### config.mk
export PLATFORM = sky130hd
export DESIGN_NAME = salru_stats
export DESIGN_NICKNAME = d
export VERILOG_FILES = /design/src/hdl/salru_pkg.sv /design/src/hdl/salru_stats.sv
export SDC_FILE = /design/constraint.sdc
export NUM_CORES = 1
export LEC_CHECK = 0
export BUFFER_PORTS_ARGS = -buffer_cell sky130_fd_sc_hd__buf_4
export CAP_MARGIN = 30
export CORE_ASPECT_RATIO = 1.5
export CORE_MARGIN = 2
export CORE_UTILIZATION = 54
export CTS_CLUSTER_SIZE = 12
export DETAILED_ROUTE_END_ITERATION = 7
export MAX_ROUTING_LAYER = met4
export PLACE_DENSITY = 0.92
export SETUP_SLACK_MARGIN = 0.15
export SLEW_MARGIN = 20
export SYNTH_ARGS = -nofsm -noshare
export SYNTH_HDL_FRONTEND = slang
export SYNTH_SLANG_ARGS = --single-unit
### constraint.sdc
create_clock -name clk -period 2.1 [get_ports clk]
set_input_delay 0.42 -clock clk [delete_from_list [all_inputs] [get_ports clk]]
set_output_delay 0.42 -clock clk [all_outputs]
set_load 0.005 [all_outputs]
### src/hdl/salru_pkg.sv
// Package for the set-associative LRU cache tag controller.
// Holds command codes, field widths and the state machine type.
// No dependencies.
package salru_pkg;

    localparam int CMD_W = 2;
    localparam int ADDR_W = 32;
    localparam int CNT_W = 32;
    localparam int WAY_OUT_W = 2;

    typedef enum logic [1:0]
    {
        CMD_READ  = 2'd0,
        CMD_WRITE = 2'd1,
        CMD_FETCH = 2'd2,
        CMD_BAD   = 2'd3
    } cmd_t;

    typedef enum logic [1:0]
    {
        ST_IDLE,
        ST_LOOKUP,
        ST_OUT
    } state_t;

endpackage

### src/hdl/salru_stats.sv
// Statistics counters of the cache tag controller.
// Depends on salru_pkg.
module salru_stats
    import salru_pkg::*;
(
    input  logic             clk,
    input  logic             rst_n,
    input  logic             upd,
    input  logic             is_valid_cmd,
    input  logic             is_write,
    input  logic             is_hit,
    input  logic             is_wb,
    output logic [CNT_W-1:0] access_count,
    output logic [CNT_W-1:0] hit_count,
    output logic [CNT_W-1:0] miss_count,
    output logic [CNT_W-1:0] read_count,
    output logic [CNT_W-1:0] write_count,
    output logic [CNT_W-1:0] writeback_count
);
    always_ff @(posedge clk or negedge rst_n)
    begin
        if (!rst_n)
        begin
            access_count <= '0;
            hit_count <= '0;
            miss_count <= '0;
            read_count <= '0;
            write_count <= '0;
            writeback_count <= '0;
        end
        else if (upd)
        begin
            access_count <= access_count + 1'b1;
            if (is_valid_cmd)
            begin
                if (is_write)
                begin
                    write_count <= write_count + 1'b1;
                end
                else
                begin
                    read_count <= read_count + 1'b1;
                end
                if (is_hit)
                begin
                    hit_count <= hit_count + 1'b1;
                end
                else
                begin
                    miss_count <= miss_count + 1'b1;
                end
                if (is_wb)
                begin
                    writeback_count <= writeback_count + 1'b1;
                end
            end
        end
    end
endmodule

==> results by stage <==
STA:
- The final hold violation count is 0.
- The worst path needs 1.88 ns of the cycle, external delays included.
- Across the routed clock network, the largest skew measured is 0.0150 ns.
- The maximum clock frequency is 533 MHz.
- Setup slack closes at 0.224 ns.
- Setup violations remaining at the end of the flow were counted as 0.
- At the pin with the least slew margin, the transition time is 0.601 ns.
- Setup repair after global routing left no endpoint under its margin.
- The worst slew margin relative to its limit is 0.599.
- The final-report max-slew violation count came to 0.
- The post-route setup TNS is 0 ns.
- Of the available clock period, the critical path in the final layout requires 0.893.

Critical path:
- The number of cells on the worst reg-to-reg path is 4.
- The slowest stage of the critical path is the or4_4 cell.
- In this run the number of cells on the critical path is 4.
- For the worst setup path, the data arrival time is 2.21 ns.
- In this design, the stage delay of the slowest critical-path cell is 0.66 ns.
- The critical path in this run is classified as register to register.
- STA classifies the critical path startpoint as a register.
- Walking the worst path, the cells encountered are nand3_2 > or4_4 > nor4_1 > xor2_1.
- Grouping stages by cell kind, the critical path spends the most delay in simple AND/OR/NAND/NOR gates.
- The capture instance of the worst register-to-register path is write_count[31]$_DFFE_PN0P_.
- The worst setup path is captured at a register.
- The start point of the critical path is write_count[13]$_DFFE_PN0P_.
- In this run the critical register-to-register path is launched from write_count[13]$_DFFE_PN0P_.
- In this run the register-to-register setup slack is 0.22 ns.
- At the worst endpoint, the required time is 2.44 ns.
- Together, buffers and inverters on the worst path number 0.
- The largest fanout on the critical path is 13.

Min path:
- The min-delay analysis places its worst path in the category primary input to asynchronous set/reset pin.

Cells and area:
- The layout net count is 1007.
- The area growth from synthesis to layout is 28.0%.
- The post-layout instance count excluding filler cells is 1213.
- In the layout the commonest cells are 219 x buf_4, 192 x dfrtp_1, 124 x xnor2_1.
- The commonest non-fill, non-tap cell in the layout is buf_4.
- The post-route core utilization is 0.702.
- After routing the design area is 0.0113 sq mm.
- The count of antenna diodes in the layout is 0.
- The ratio of cells with drive above 1 in the final layout is 0.280.

Yosys:
- The area fraction in and, or, nand and nor cells after synthesis is 0.236.
- The adder-cell share of the synthesized area is 0.00853.
- The number of storage elements in the synthesis netlist is 192.
- Sorting the synthesized cells by area gives the leading types as dfrtp_1 55%, xnor2_1 12%, xor2_1 6.2%.
- Synthesis produced a netlist whose cell count is 767.
- The number of nets in the synthesized netlist is 780.
- Yosys printed 0 warnings.
- The complex-gate fraction of the synthesized area is 0.
- The count of flip-flops with a built-in enable after synthesis is 0.
- The synthesized area per cell is 11.5 sq um.
- Counting flops with an async set or reset pin after synthesis yields a share of 1.00.
- The number of different library cells in the post-synthesis netlist is 33.
- The cell area that synthesis handed to floorplanning was 0.00880 sq mm.
- Among all flip-flop cells after synthesis, the most frequent one is dfrtp_1.
- The share of synthesized area in the top cell type comes to 0.546.
- Of the post-synthesis cell area, the part taken by muxes is 0.00768.
- Of the total synthesized cell area, the portion taken by XOR and XNOR cells is 0.185.
- Summed over all instances, the cell type with the most area after synthesis is dfrtp_1.
- After synthesis, the largest family of logic cells by area is simple AND/OR/NAND/NOR gates.
- The part of the Yosys area used for sequential elements is 0.546.

Clocking:
- The clock-pin slew reported for the worst setup and hold paths after clock tree synthesis is 0.08 ns.
- The clock latency of the later-clocked register in the worst-skew pair is 0.42 ns.
- The number of H-tree branching levels is 4.
- The CTS sink count is 192.
- The number of setup buffers added after CTS is 0.
- After clock tree synthesis, the repair step resized 0 gates.
- The clock root buffer master is clkbuf_16.
- The buffer levels on the longest clock path is 2.
- Buffers inserted to repair hold after CTS numbered 0.
- The number of CTS-inserted buffers is 17.
- TritonCTS built the clock tree.

Place:
- The post-placement setup slack is 0.141 ns.
- The placed instances occupy a cell area of 0.0107 sq mm.
- The number of placed instances, taps included, is 1181.
- The routability congestion estimate from global placement is 0.828.
- Buffers placed on the I/O ports in this run total 198.
- The HPWL after detailed placement is 15.3 mm.

Die:
- The number of placed I/O pins is 199.
- The starting density of the core is 0.548.
- Row generation in the floorplan step produced 57 rows.
- From bottom edge to top edge, the die measures 160 um.
- The x dimension of the die is 108 um.
- The region available for standard cell placement spans 0.0160 sq mm.
- The floorplan step defined a die boundary enclosing 0.0174 sq mm.

Pwr:
- The peak supply drop is 0.548 mV.
- The power density over cell area is 771 mW/mm^2.
- For this design the static power due to leakage is 0.00551 uW.

Detailed routing:
- The number of routed nets with antenna violations is 0.
- The detailed-routed wire length on met3 is 759 um.
- In the final routed layout, each cell accounts on average for 17.2 um.
- The highest layer used for signal routing is met4.
- The post-route DRC violation count is 0.
- For this run, the detailed router's first-pass iteration total came to 4.
- The wire length on met2 is 11.4 mm.
- The overall via count from detail_route is 6841.
- Summed over all layers, the routed wires come to 20.9 mm.
- The routed length on met1 is 8.24 mm.
- Dividing the detail-routed via count by the number of cells gives 5.64.
- The number of design-rule violations left by the first detailed-router iteration is 328.

Global routing:
- The total routing usage reported by global routing is 0.255.
- The pin count of the biggest net entering global routing is 73.
- The number of global-route vias before repair was 7008.
- The total congestion overflow is 0.
- The number of antenna violations at the first check in global routing was 0.
- The first global-routing pass estimated 34.8 mm of wire.

Run:
- The tool flagged a number of max-cap violations equal to 0.

Status:
- The flow ran to the end, and the final reports show no timing, DRC or antenna violations.
-- power by group --
group	switching, uW	total, uW	internal (uW)	leakage, uW
registers	407	4390	3980	0.00256
clock network	1500	3130	1640	0.000280
logic	513	1160	649	0.00267
total	2420	8680	6270	0.00551
-- sequential cells by signal, summed over array words and instances (netlist names) --
| name | cells |
|---|---|
| read_count | 32 |
| hit_count | 32 |
| write_count | 32 |
| miss_count | 32 |
| access_count | 32 |
| writeback_count | 32 |
-- metrics by stage --
step,power (uW),hold WS (ns)
global route,9070,0.0383
finish,8680,0.0118
floorplan,4810,0.124
CTS,8740,0.0283
global placement,5540,0.463
detailed placement,5610,0.463
-- synth_stat cells, drive strengths merged (20+ instances only) --
| master | number |
|---|---|
| nand4 | 68 |
| xnor2 | 124 |
| nand3 | 57 |
| nor2 | 26 |
| inv | 20 |
| nor4 | 23 |
| and3 | 23 |
| nor3 | 36 |
| and4 | 28 |
| dfrtp | 192 |
| nand2 | 60 |
| xor2 | 62 |
-- worst max-delay path by stage --
stage	slack, ns	to
4_1_cts	0.21	write_count[31]$_DFFE_PN0P_
5_1_grt	0.17	write_count[29]$_DFFE_PN0P_
3_5_place_dp	0.14	write_count[31]$_DFFE_PN0P_
6_report	0.22	write_count[31]$_DFFE_PN0P_
2_1_floorplan	0.38	read_count[28]$_DFFE_PN0P_
3_3_place_gp	0.23	miss_count[17]$_DFFE_PN0P_
-- final cells by class --
cell class	instances	area, sq um
flip-flops and latches	192	4800
fillers	1149	4780
clock buffers	20	457
inverters	20	75.1
repair buffers	222	1700
clock inverters	12	119
well taps	206	258
multi-input cells	541	3850
-- routing by layer --
layer | track usage | vias to the layer above
li1 | - | 3153
met5 | - | -
met3 | 0.0361 | 39
met2 | 0.436 | 187
met4 | 0.0892 | 0
met1 | 0.308 | 3462
-- cells by family (layout without fill, tap and decap cells) --
logic type	count (synthesis)	count (layout)
XOR/XNOR	186	186
adder cells (fa/ha/maj)	6	6
buffers and inverters	34	274
flip-flops	192	192
multiplexers	6	6
AND/OR/NAND/NOR	343	343
Power figures use the tool's default switching activity.
