<file path="src/hdl/salru_ram.sv">
// Generic single-port-write, one-read synchronous RAM with registered read.
// No dependencies.
module salru_ram #(
    parameter int WIDTH = 8,
    parameter int DEPTH = 16
) (
    input  logic                     clk,
    input  logic                     we,
    input  logic [$clog2(DEPTH)-1:0] waddr,
    input  logic [WIDTH-1:0]         wdata,
    input  logic [$clog2(DEPTH)-1:0] raddr,
    output logic [WIDTH-1:0]         rdata
);
    logic [WIDTH-1:0] mem [DEPTH];

    always_ff @(posedge clk)
    begin
        if (we)
        begin
            mem[waddr] <= wdata;
        end
        rdata <= mem[raddr];
    end
endmodule

</file>
<file path="config.mk">
export PLATFORM = sky130hd
export DESIGN_NAME = salru_ram
export DESIGN_NICKNAME = d
export VERILOG_FILES = /design/src/hdl/salru_ram.sv
export SDC_FILE = /design/constraint.sdc
export NUM_CORES = 1
export LEC_CHECK = 0
export BUFFER_PORTS_ARGS = -buffer_cell sky130_fd_sc_hd__buf_2
export CAP_MARGIN = 5
export CELL_PAD_IN_SITES_DETAIL_PLACEMENT = 2
export CELL_PAD_IN_SITES_GLOBAL_PLACEMENT = 2
export CORE_MARGIN = 5
export CORE_UTILIZATION = 35
export DETAILED_ROUTE_END_ITERATION = 10
export GPL_ROUTABILITY_DRIVEN = 0
export GPL_TIMING_DRIVEN = 0
export PLACE_DENSITY = 0.63
export SLEW_MARGIN = 20
export SYNTH_ARGS = -nofsm -noshare
export SYNTH_HDL_FRONTEND = slang
export SYNTH_SLANG_ARGS = --single-unit
export TNS_END_PERCENT = 30
</file>
<file path="constraint.sdc">
create_clock -name clk -period 2.3 [get_ports clk]
set_input_delay 0.46 -clock clk [delete_from_list [all_inputs] [get_ports clk]]
set_output_delay 0.46 -clock clk [all_outputs]
set_load 0.02 [all_outputs]
</file>
==> flow_summary.ini, run 1 <==
[clock_tree]
numCtsBuffers = 17
htreeDepth = 4
clkSlewWorstSetupHoldPaths_ns = 0.06
cts_root_buffer = clkbuf_16
cts_buffer_depth = 2
postCtsHoldBufs = 0
cts_resized = 0
cts_tree = built
cts.sinks = 136
clk_latency_ns = 0.41
post_cts_buffers = 0

[critical_path]
cp.required_ns = 2.33
crit_path_max_fanout = 8
worst_ep_arrival_time_ns = 1.78
endpoint_kind = flip-flop
max_stage_delay_ns = 0.65
reg2reg_depth = 3
cp_cell_sequence = buf_2 > or3b_2 > nor2_1
r2r-end = rdata[0]
r2r_slack_ns = 0.85
cpMaxStageDelayCell = nor2_1
startpoint_type = input port
worstSetupPathType = in -> reg
rr_startpoint = mem[5][0]

[job]
maxCapViolations = 0

[route]
first_pass_iters = 4
drtIter0Drc = 245
ant_nets = 0
routed_via_density = 5.190
wl_per_cell_microns = 25.56
drc_errors = 0
routed-via-count = 2434
drt-total-wl_microns = 11990

[logic_synthesis]
syn_area_sq_um = 5147
synth_cells = 229
syn-num-nets = 247
ys_ff_latch = 136
synth.largest_area_cell = edfxtp_1
synthSimpleGateAreaFrac_pct = 3.184
synthTopCellsByArea = edfxtp_1 (75%), mux4_2 (7.9%), mux4_1 (7.1%)
synth_top_family_by_area = multiplexers
synth_cell_type_count = 19
avgSynthCellArea_sq_um = 22.48
synthAdderAreaFrac_pct = 0
synth_mux_area_share_pct = 15.02
synth_compound_area_share_pct = 2.333
synth_xor_area_share_pct = 0
synth-seq-area-share_pct = 77.78
synth_warnings = 0
netlist.area_leader.share_pct = 74.67

[floorplanning]
initial_core_util_pct = 35.55
die_area_sq_um = 17230
core_area_sq_um = 14480
num_rows = 44
die_width_microns = 131.3
ioPinCount = 26
dieHeight_microns = 131.3

[sta]
drv_slew = 0
skew_ns = 0.004888
maxSlewHeadroom_pct = 39.02
finalSetupViolCount = 0
tightest_slew_ns = 0.9113
hold_ws_ns = 0.4612
hold_viol = 0
period_share_pct = 75.78
layout_min_cycle_time_ns = 1.743
max_freq_mhz = 573.8
rsz0062_at_grt = no

[worst_hold_path]
hold_path.class = in -> reg
hold_path_end = mem[7][6]
worstHoldStart = wdata[6]
hold_depth = 1

[global_route]
grt_util_all_layers_pct = 14.56
grt_max_degree = 17
gr-total-overflow = 0
grt_pass1_vias = 2788
grt_pass1_wl_microns = 18090
antenna_found_initial = 0

[placement]
detailed_place_hpwl_microns = 7451
dpl_cell_area_sq_um = 5518
dp_cells = 437
io_buffer_count = 24

[finish]
final_nets = 290
drive_above_1_share_pct = 30.88
finalNonFillerCells = 469
nFillCells = 1318
final_cell_area_sq_um = 6185
antenna_cells = 0
finish.utilization_pct = 42.72
syn2layout_area_growth_pct = 20.15

[power]
leakage_nw = 2.067
powerDensity_nw_per_um2 = 992.9
vdd_drop_max_mv = 0.4837

[outcome]
status = completed
-- worst max path at each step --
stage,startpoint,endpoint,cells after the start
finish,waddr[2],mem[2][7],3
global route,waddr[2],mem[3][7],3
CTS,waddr[2],mem[2][4],3
detailed placement,waddr[2],mem[2][1],3
global placement,waddr[2],mem[0][7],3
floorplan,waddr[2],mem[0][0],2
-- synthesized netlist by cell type, drive strengths merged --
master / number
and2b: 1
clkdlybuf4s25: 3
nor2: 13
nand2b: 2
nand3b: 2
nor3: 4
a22oi: 16
dfxtp: 8
or3b: 1
mux4: 32
buf: 7
nand2: 9
nor2b: 1
nand3: 1
and2: 1
edfxtp: 128
-- cells by family (layout without fill, tap and decap cells) --
| group | Yosys count | in the layout |
|---|---|---|
| AOI/OAI and AO/OA | 16 | 16 |
| buffers and inverters | 10 | 66 |
| DFF | 136 | 136 |
| and+or+nand+nor | 35 | 35 |
| muxes | 32 | 32 |
-- power by group --
part           total [mW]  switching, mW  leakage [nW]  internal [mW]
logic               0.294          0.184         0.520          0.111
clock network        3.06           1.00         0.323           2.06
registers            2.79         0.0158          1.22           2.77
total                6.14           1.20          2.07           4.94
-- worst max-delay path, delay by kind of cell --
kind          cells  cell delay (ns)
simple gates      2             1.20
buf+inv           1             0.11
-- state kept, by name (all words and copies together) (netlist names) --
signal	count
mem	128
rdata	8
-- per-stage QoR --
| step | worst slack, ns | TNS (ns) | power, mW |
|---|---|---|---|
| after floorplan | 0.3471 | 0 | 2.995 |
| after global placement | -0.2803 | -2.630 | 3.118 |
| after detailed placement | 0.08989 | 0 | 3.136 |
| after CTS | 0.5133 | 0 | 6.195 |
| after global routing | 0.4739 | 0 | 6.364 |
| final | 0.5571 | 0 | 6.140 |
-- layout make-up --
type,count,area [sq um],area share [%]
sequential,136,4004,64.74
multi-input combinational,83,1077,17.42
clock buffer,19,442.9,7.162
tap,184,230.2,3.722
clock inverter,13,224.0,3.621
timing repair buffer,24,120.1,1.942
buffer,10,86.33,1.396
-- routing by layer --
layer | global-route usage [%] | up-vias | routed length, microns
li1 | - | 1057 | -
met1 | 19.33 | 1269 | 5134
met2 | 23.31 | 87 | 5994
met3 | 3.440 | 21 | 581
met4 | 5.771 | 0 | 276
met5 | 0 | - | 0
-- cells in the final DEF (no fill, tap or decap), drive strengths merged, types with 2 or more instances in the layout --
cell type      count
edfxtp           128
mux4              32
buf               31
clkbuf            19
a22oi             16
nor2              13
nand2              9
dfxtp              8
bufinv             6
nor3               4
clkinv             4
clkdlybuf4s25      3
nand3b             2
nand2b             2
clkinvlp           2
Note: power is estimated with default switching activity, not from simulation.
==> run 2: changes to the inputs <==
==> constraint.sdc (replaced) <==
create_clock -name clk -period 1.69 [get_ports clk]
set_input_delay 0.338 -clock clk [delete_from_list [all_inputs] [get_ports clk]]
set_output_delay 0.338 -clock clk [all_outputs]
set_load 0.02 [all_outputs]
==> run 2 against run 1 <==
  * Clock skew grew 0.0029 ns
  * Count of clock-buffer cells in the layout is the same
  * Sequential share of layout area shrank 0.83 points
  * Register-to-register slack lost 0.71 ns
  * Sequential power grew 36%
  * Combinational power grew 39%
  * Worst hold slack lost 0.14 ns
  * Critical endpoint is now mem[0][4]
==> flow_summary.ini, run 2 (synthesized netlist as in run 1, its figures left out) <==
[outcome]
status = completed

[finish]
drive_above_1_share_pct = 31.93
final_common_cell = edfxtp_1
syn2layout_area_growth_pct = 21.71
reg_top3 = mem x128, rdata x8
final_cell_area_sq_um = 6265
nFillCells = 1302
finish.utilization_pct = 43.27
regMostFlops = mem
final_nets = 290
finalNonFillerCells = 469
final_cell_mix = edfxtp_1 (128), buf_2 (27), mux4_2 (18)
largest_reg_flops = 128
antenna_cells = 0

[critical_path]
r2r_slack_ns = 0.14
setup.worst_path.end = mem[0][4]
startpoint_type = input port
cp_cell_sequence = buf_2 > or3b_2 > nor3_2
worstSetupPathType = in -> reg
crit_start = waddr[2]
crit_path_max_fanout = 8
rr_startpoint = mem[3][4]
cpMaxStageDelayCell = nor3_2
max_stage_delay_ns = 0.59
reg2reg_depth = 3
r2r-end = rdata[4]
worst_ep_arrival_time_ns = 1.62
endpoint_kind = flip-flop
cp.required_ns = 1.74

[placement]
io_buffer_count = 24
dpl_cell_area_sq_um = 5518
detailed_place_hpwl_microns = 7426
dp_cells = 437

[sta]
skew_ns = 0.007809
maxSlewHeadroom_pct = 39.03
setup_tns_ns = 0
period_share_pct = 92.53
finalSetupViolCount = 0
hold_viol = 0
max_freq_mhz = 639.5
rsz0062_at_grt = no
layout_min_cycle_time_ns = 1.564
drv_slew = 0
tightest_slew_ns = 0.9112

[floorplanning]
num_rows = 44
ioPinCount = 26
dieHeight_microns = 131.3
die_area_sq_um = 17230
initial_core_util_pct = 35.55
die_width_microns = 131.3
core_area_sq_um = 14480

[route]
drt-total-wl_microns = 12650
ant_nets = 0
first_pass_iters = 4
routed_via_density = 5.330
routed-via-count = 2500
drtIter0Drc = 300
wl_per_cell_microns = 26.98
drc_errors = 0

[global_route]
grt_max_degree = 17
grt_pass1_wl_microns = 19150
antenna_found_initial = 0
gr-total-overflow = 0
grt_util_all_layers_pct = 15.48
grt_pass1_vias = 2765

[clock_tree]
clkSlewWorstSetupHoldPaths_ns = 0.06
cts.sinks = 136
cts_buffer_depth = 2
cts_tree = built
postCtsHoldBufs = 0
cts_resized = 0
cts_root_buffer = clkbuf_16
numCtsBuffers = 17
post_cts_buffers = 0
clk_latency_ns = 0.43
htreeDepth = 4

[power]
vdd_drop_max_mv = 0.7951
powerDensity_nw_per_um2 = 1418
leakage_nw = 2.100

[worst_hold_path]
hold_path.class = in -> reg
hold_depth = 1

[job]
maxCapViolations = 0
## run 2: cell count changes in the layout (fill, tap and decap cells not counted)
| cell | change |
|---|---|
| bufinv_16 | +3 |
| clkinv_2 | -2 |
| clkinv_4 | +1 |
| clkinvlp_4 | -1 |
| inv_6 | -1 |
| nor2_1 | -3 |
| nor2_2 | +3 |
## run 2: critical path: cells and delay by family
family,cells,cell delay [ns]
simple gates,2,1.16
buf+inv,1,0.11
## run 2: how the worst min path moves through the flow
stage	start	end	slack, ns
2_1_floorplan	wdata[0]	mem[0][0]	0.44
3_3_place_gp	mem[8][2]	rdata[2]	0.67
3_5_place_dp	mem[11][3]	rdata[3]	0.67
4_1_cts	wdata[1]	mem[3][1]	0.32
5_1_grt	wdata[6]	mem[7][6]	0.32
6_report	wdata[1]	mem[3][1]	0.32
## run 2: cell type report
cell class	instances	area, sq um	share of cell area (%)
clock buffers	19	442.9	7.070
clock inverters	13	296.5	4.733
multi-input cells	83	1085	17.32
repair buffers	24	120.1	1.917
well taps	184	230.2	3.675
flip-flops and latches	136	4004	63.91
plain buffers	10	86.33	1.378
## run 2: per-layer routing
metal / up-vias / GRT usage (%) / wire, microns
li1: 1063 / - / -
met1: 1335 / 20.96 / 5631
met2: 82 / 24.04 / 6165
met3: 20 / 4.128 / 639
met4: 0 / 6.000 / 217
met5: - / 0 / 0
## run 2: metrics by stage
step                setup slack, ns  hold slack [ns]  power [mW]
floorplan                   0.08585           0.4369       4.077
global placement            -0.5251           0.6652       4.247
detailed placement          -0.4016           0.6660       4.269
CTS                         0.02499           0.3190       8.926
global route                0.03937           0.3215       9.147
finish                       0.1263           0.3241       8.885
## run 2: where the power goes
part           internal (mW)  switching [mW]  total [mW]
Clock                   3.25            1.43        4.68
Sequential              3.77          0.0206        3.79
Combinational          0.151           0.258       0.409
Total                   7.17            1.71        8.88
==> run 3: changes to the inputs <==
--- a/config.mk
+++ b/config.mk
@@ -5,16 +5,16 @@
 export SDC_FILE = /design/constraint.sdc
 export NUM_CORES = 1
 export LEC_CHECK = 0
-export BUFFER_PORTS_ARGS = -buffer_cell sky130_fd_sc_hd__buf_2
 export CAP_MARGIN = 5
 export CELL_PAD_IN_SITES_DETAIL_PLACEMENT = 2
 export CELL_PAD_IN_SITES_GLOBAL_PLACEMENT = 2
 export CORE_MARGIN = 5
 export CORE_UTILIZATION = 35
 export DETAILED_ROUTE_END_ITERATION = 10
+export DONT_BUFFER_PORTS = 1
 export GPL_ROUTABILITY_DRIVEN = 0
 export GPL_TIMING_DRIVEN = 0
-export PLACE_DENSITY = 0.63
+export PLACE_DENSITY = 0.67
 export SLEW_MARGIN = 20
 export SYNTH_ARGS = -nofsm -noshare
 export SYNTH_HDL_FRONTEND = slang
==> constraint.sdc (replaced) <==
create_clock -name clk -period 1.4 [get_ports clk]
set_input_delay 0.28 -clock clk [delete_from_list [all_inputs] [get_ports clk]]
set_output_delay 0.28 -clock clk [all_outputs]
set_load 0.02 [all_outputs]
==> run 3 against run 2 <==
  * The run now ends with negative setup slack left
  * First-iteration DRC count down 19%
  * Utilization shrank 0.80 points
  * Combinational power grew 1%
  * Setup slack worse by 0.13 ns
  * Non-clock buffer count is 15 lower
  * Via count fell by 4.3%
  * Cell count shrank 3.0%
  * Clock power is 3% higher
  * Power up 11%
==> flow_summary.ini, run 3 (synthesized netlist as in run 1, its figures left out) <==
[global_route]
grt_util_all_layers_pct = 14.55
gr-total-overflow = 0
antenna_found_initial = 1
grt_pass1_wl_microns = 17850
grt_pass1_vias = 2619
grt_max_degree = 17

[finish]
syn2layout_area_growth_pct = 19.45
multiInputGateArea_sq_um = 1104
drive_above_1_share_pct = 26.67
final_cell_mix = edfxtp_1 (128), mux4_2 (20), clkbuf_16 (17)
nFillCells = 1323
largest_reg_flops = 128
regArea_sq_um = 4004
regMostFlops = mem
final_nets = 275
final_common_cell = edfxtp_1
reg_top3 = mem x128, rdata x8

[critical_path]
endpoint_kind = flip-flop
crit_start = mem[8][5]
worstSetupPathType = reg -> reg
cp.required_ns = 1.69
crit_path_max_fanout = 1
startpoint_type = flip-flop
worst_ep_arrival_time_ns = 1.69
cpMaxStageDelayCell = mux4_1
max_stage_delay_ns = 0.50
cp_cell_sequence = mux4_1 > a22oi_1 > nand2_1
r2r_slack_ns = -0.004
rr_startpoint = mem[8][5]
reg2reg_depth = 3

[route]
first_pass_iters = 5
drc_errors = 0
routed-via-count = 2392
wl_per_cell_microns = 26.82
routed_via_density = 5.257
drtIter0Drc = 242
drt-total-wl_microns = 12200
ant_nets = 0

[power]
clkPwrFrac_pct = 48.8
power_mw = 9.831
powerDensity_nw_per_um2 = 1599
p_switching_mw = 1.968
netSwitchingFraction_pct = 20.01
intPower_mw = 7.864
vdd_drop_max_mv = 1.005
leakage_nw = 1.986
p_seq_share_pct = 47.0
combPwrFrac_pct = 4.2

[clock_tree]
post_cts_buffers = 0
clk_latency_ns = 0.42
cts_root_buffer = clkbuf_16
htreeDepth = 4
cts_buffer_depth = 2
clkSlewWorstSetupHoldPaths_ns = 0.06
numCtsBuffers = 17
cts.sinks = 136
cts_tree = built

[outcome]
violations = negative setup slack
status = complete, but fails checks

[sta]
drv_slew = 0
maxSlewHeadroom_pct = 43.26
period_share_pct = 100.3
setup_ws_ns = -0.004338
rsz0062_at_grt = yes
finalSetupViolCount = 1
setup_tns_ns = -0.004338
skew_ns = 0.007314
hold_viol = 0
layout_min_cycle_time_ns = 1.404
tightest_slew_ns = 0.8479
max_freq_mhz = 712.1

[worst_hold_path]
worstHoldStart = waddr[1]
hold_depth = 1
hold_path.class = in -> reg

[placement]
io_buffer_count = 0
detailed_place_hpwl_microns = 7677

[floorplanning]
die_area_sq_um = 17230
dieHeight_microns = 131.3
num_rows = 44
die_width_microns = 131.3
core_area_sq_um = 14480
initial_core_util_pct = 35.55
ioPinCount = 26

[job]
maxCapViolations = 0
[run 3: changes by cell type in the layout (fill, tap and decap cells not counted), sizes merged]
cell / change
diode: +1
buf: -23
clkinv: +3
clkbuf: -1
clkinvlp: +2
bufinv: -4
dlygate4sd3: +8
[run 3: per-stage QoR]
stage,hold WS (ns),instance area (sq um),instances,utilization [%],worst slack [ns]
after global placement,0.3800,5394,413,37.25,-0.7402
after floorplan,0.3789,5164,229,-,-0.07230
final,0.1120,6148,455,42.46,-0.004338
after global routing,0.1001,6148,455,42.46,-0.04614
after detailed placement,0.3799,5416,414,37.41,-0.4767
after CTS,0.09978,6140,454,42.40,-0.03629
[run 3: path summary, 6_finish.rpt]
path                     to
setup / recovery   rdata[5]
hold / removal    mem[0][5]
setup reg to reg   rdata[5]
hold reg to reg    rdata[2]
[run 3: timing repair]
action,4_1_cts,5_1_grt
gates resized for setup,4,3
setup endpoints to repair,13,6
pin swaps,2,0
hold buffers,8,0
endpoints found under the hold margin,128,0
[run 3: critical path, delay by kind of cell, from the launching register on]
family	cells	cell delay, ns
AND/OR/NAND/NOR	1	0.12
flip-flops	1	0.38
multiplexers	1	0.50
AO/OA/AOI/OAI	1	0.28
[run 3: layout make-up]
| cell class | instances | share of cell area, % |
|---|---|---|
| repair buffers | 9 | 1.425 |
| diodes | 1 | 0.04070 |
| clock inverters | 14 | 3.337 |
| clock buffers | 18 | 6.980 |
| multi-input cells | 83 | 17.95 |
| well taps | 184 | 3.744 |
| flip-flops and latches | 136 | 65.12 |
| plain buffers | 10 | 1.404 |
[run 3: power groups by stage]
| stage | logic (mW) | registers (mW) | clock network [mW] |
|---|---|---|---|
| global placement | 0.324 | 4.69 | 0 |
| detailed placement | 0.335 | 4.70 | 0 |
| CTS | 0.423 | 4.62 | 4.91 |
| global route | 0.445 | 4.63 | 5.12 |
| floorplan | 0.234 | 4.69 | 0 |
| finish | 0.415 | 4.62 | 4.80 |
[run 3: routing by layer]
layer | track usage, % | share of wire [%] | up-vias
met5 | 0 | 0 | -
met4 | 5.829 | 1.5 | 0
met3 | 3.517 | 4.6 | 15
met2 | 23.05 | 50 | 64
li1 | - | - | 1028
met1 | 19.44 | 44 | 1285
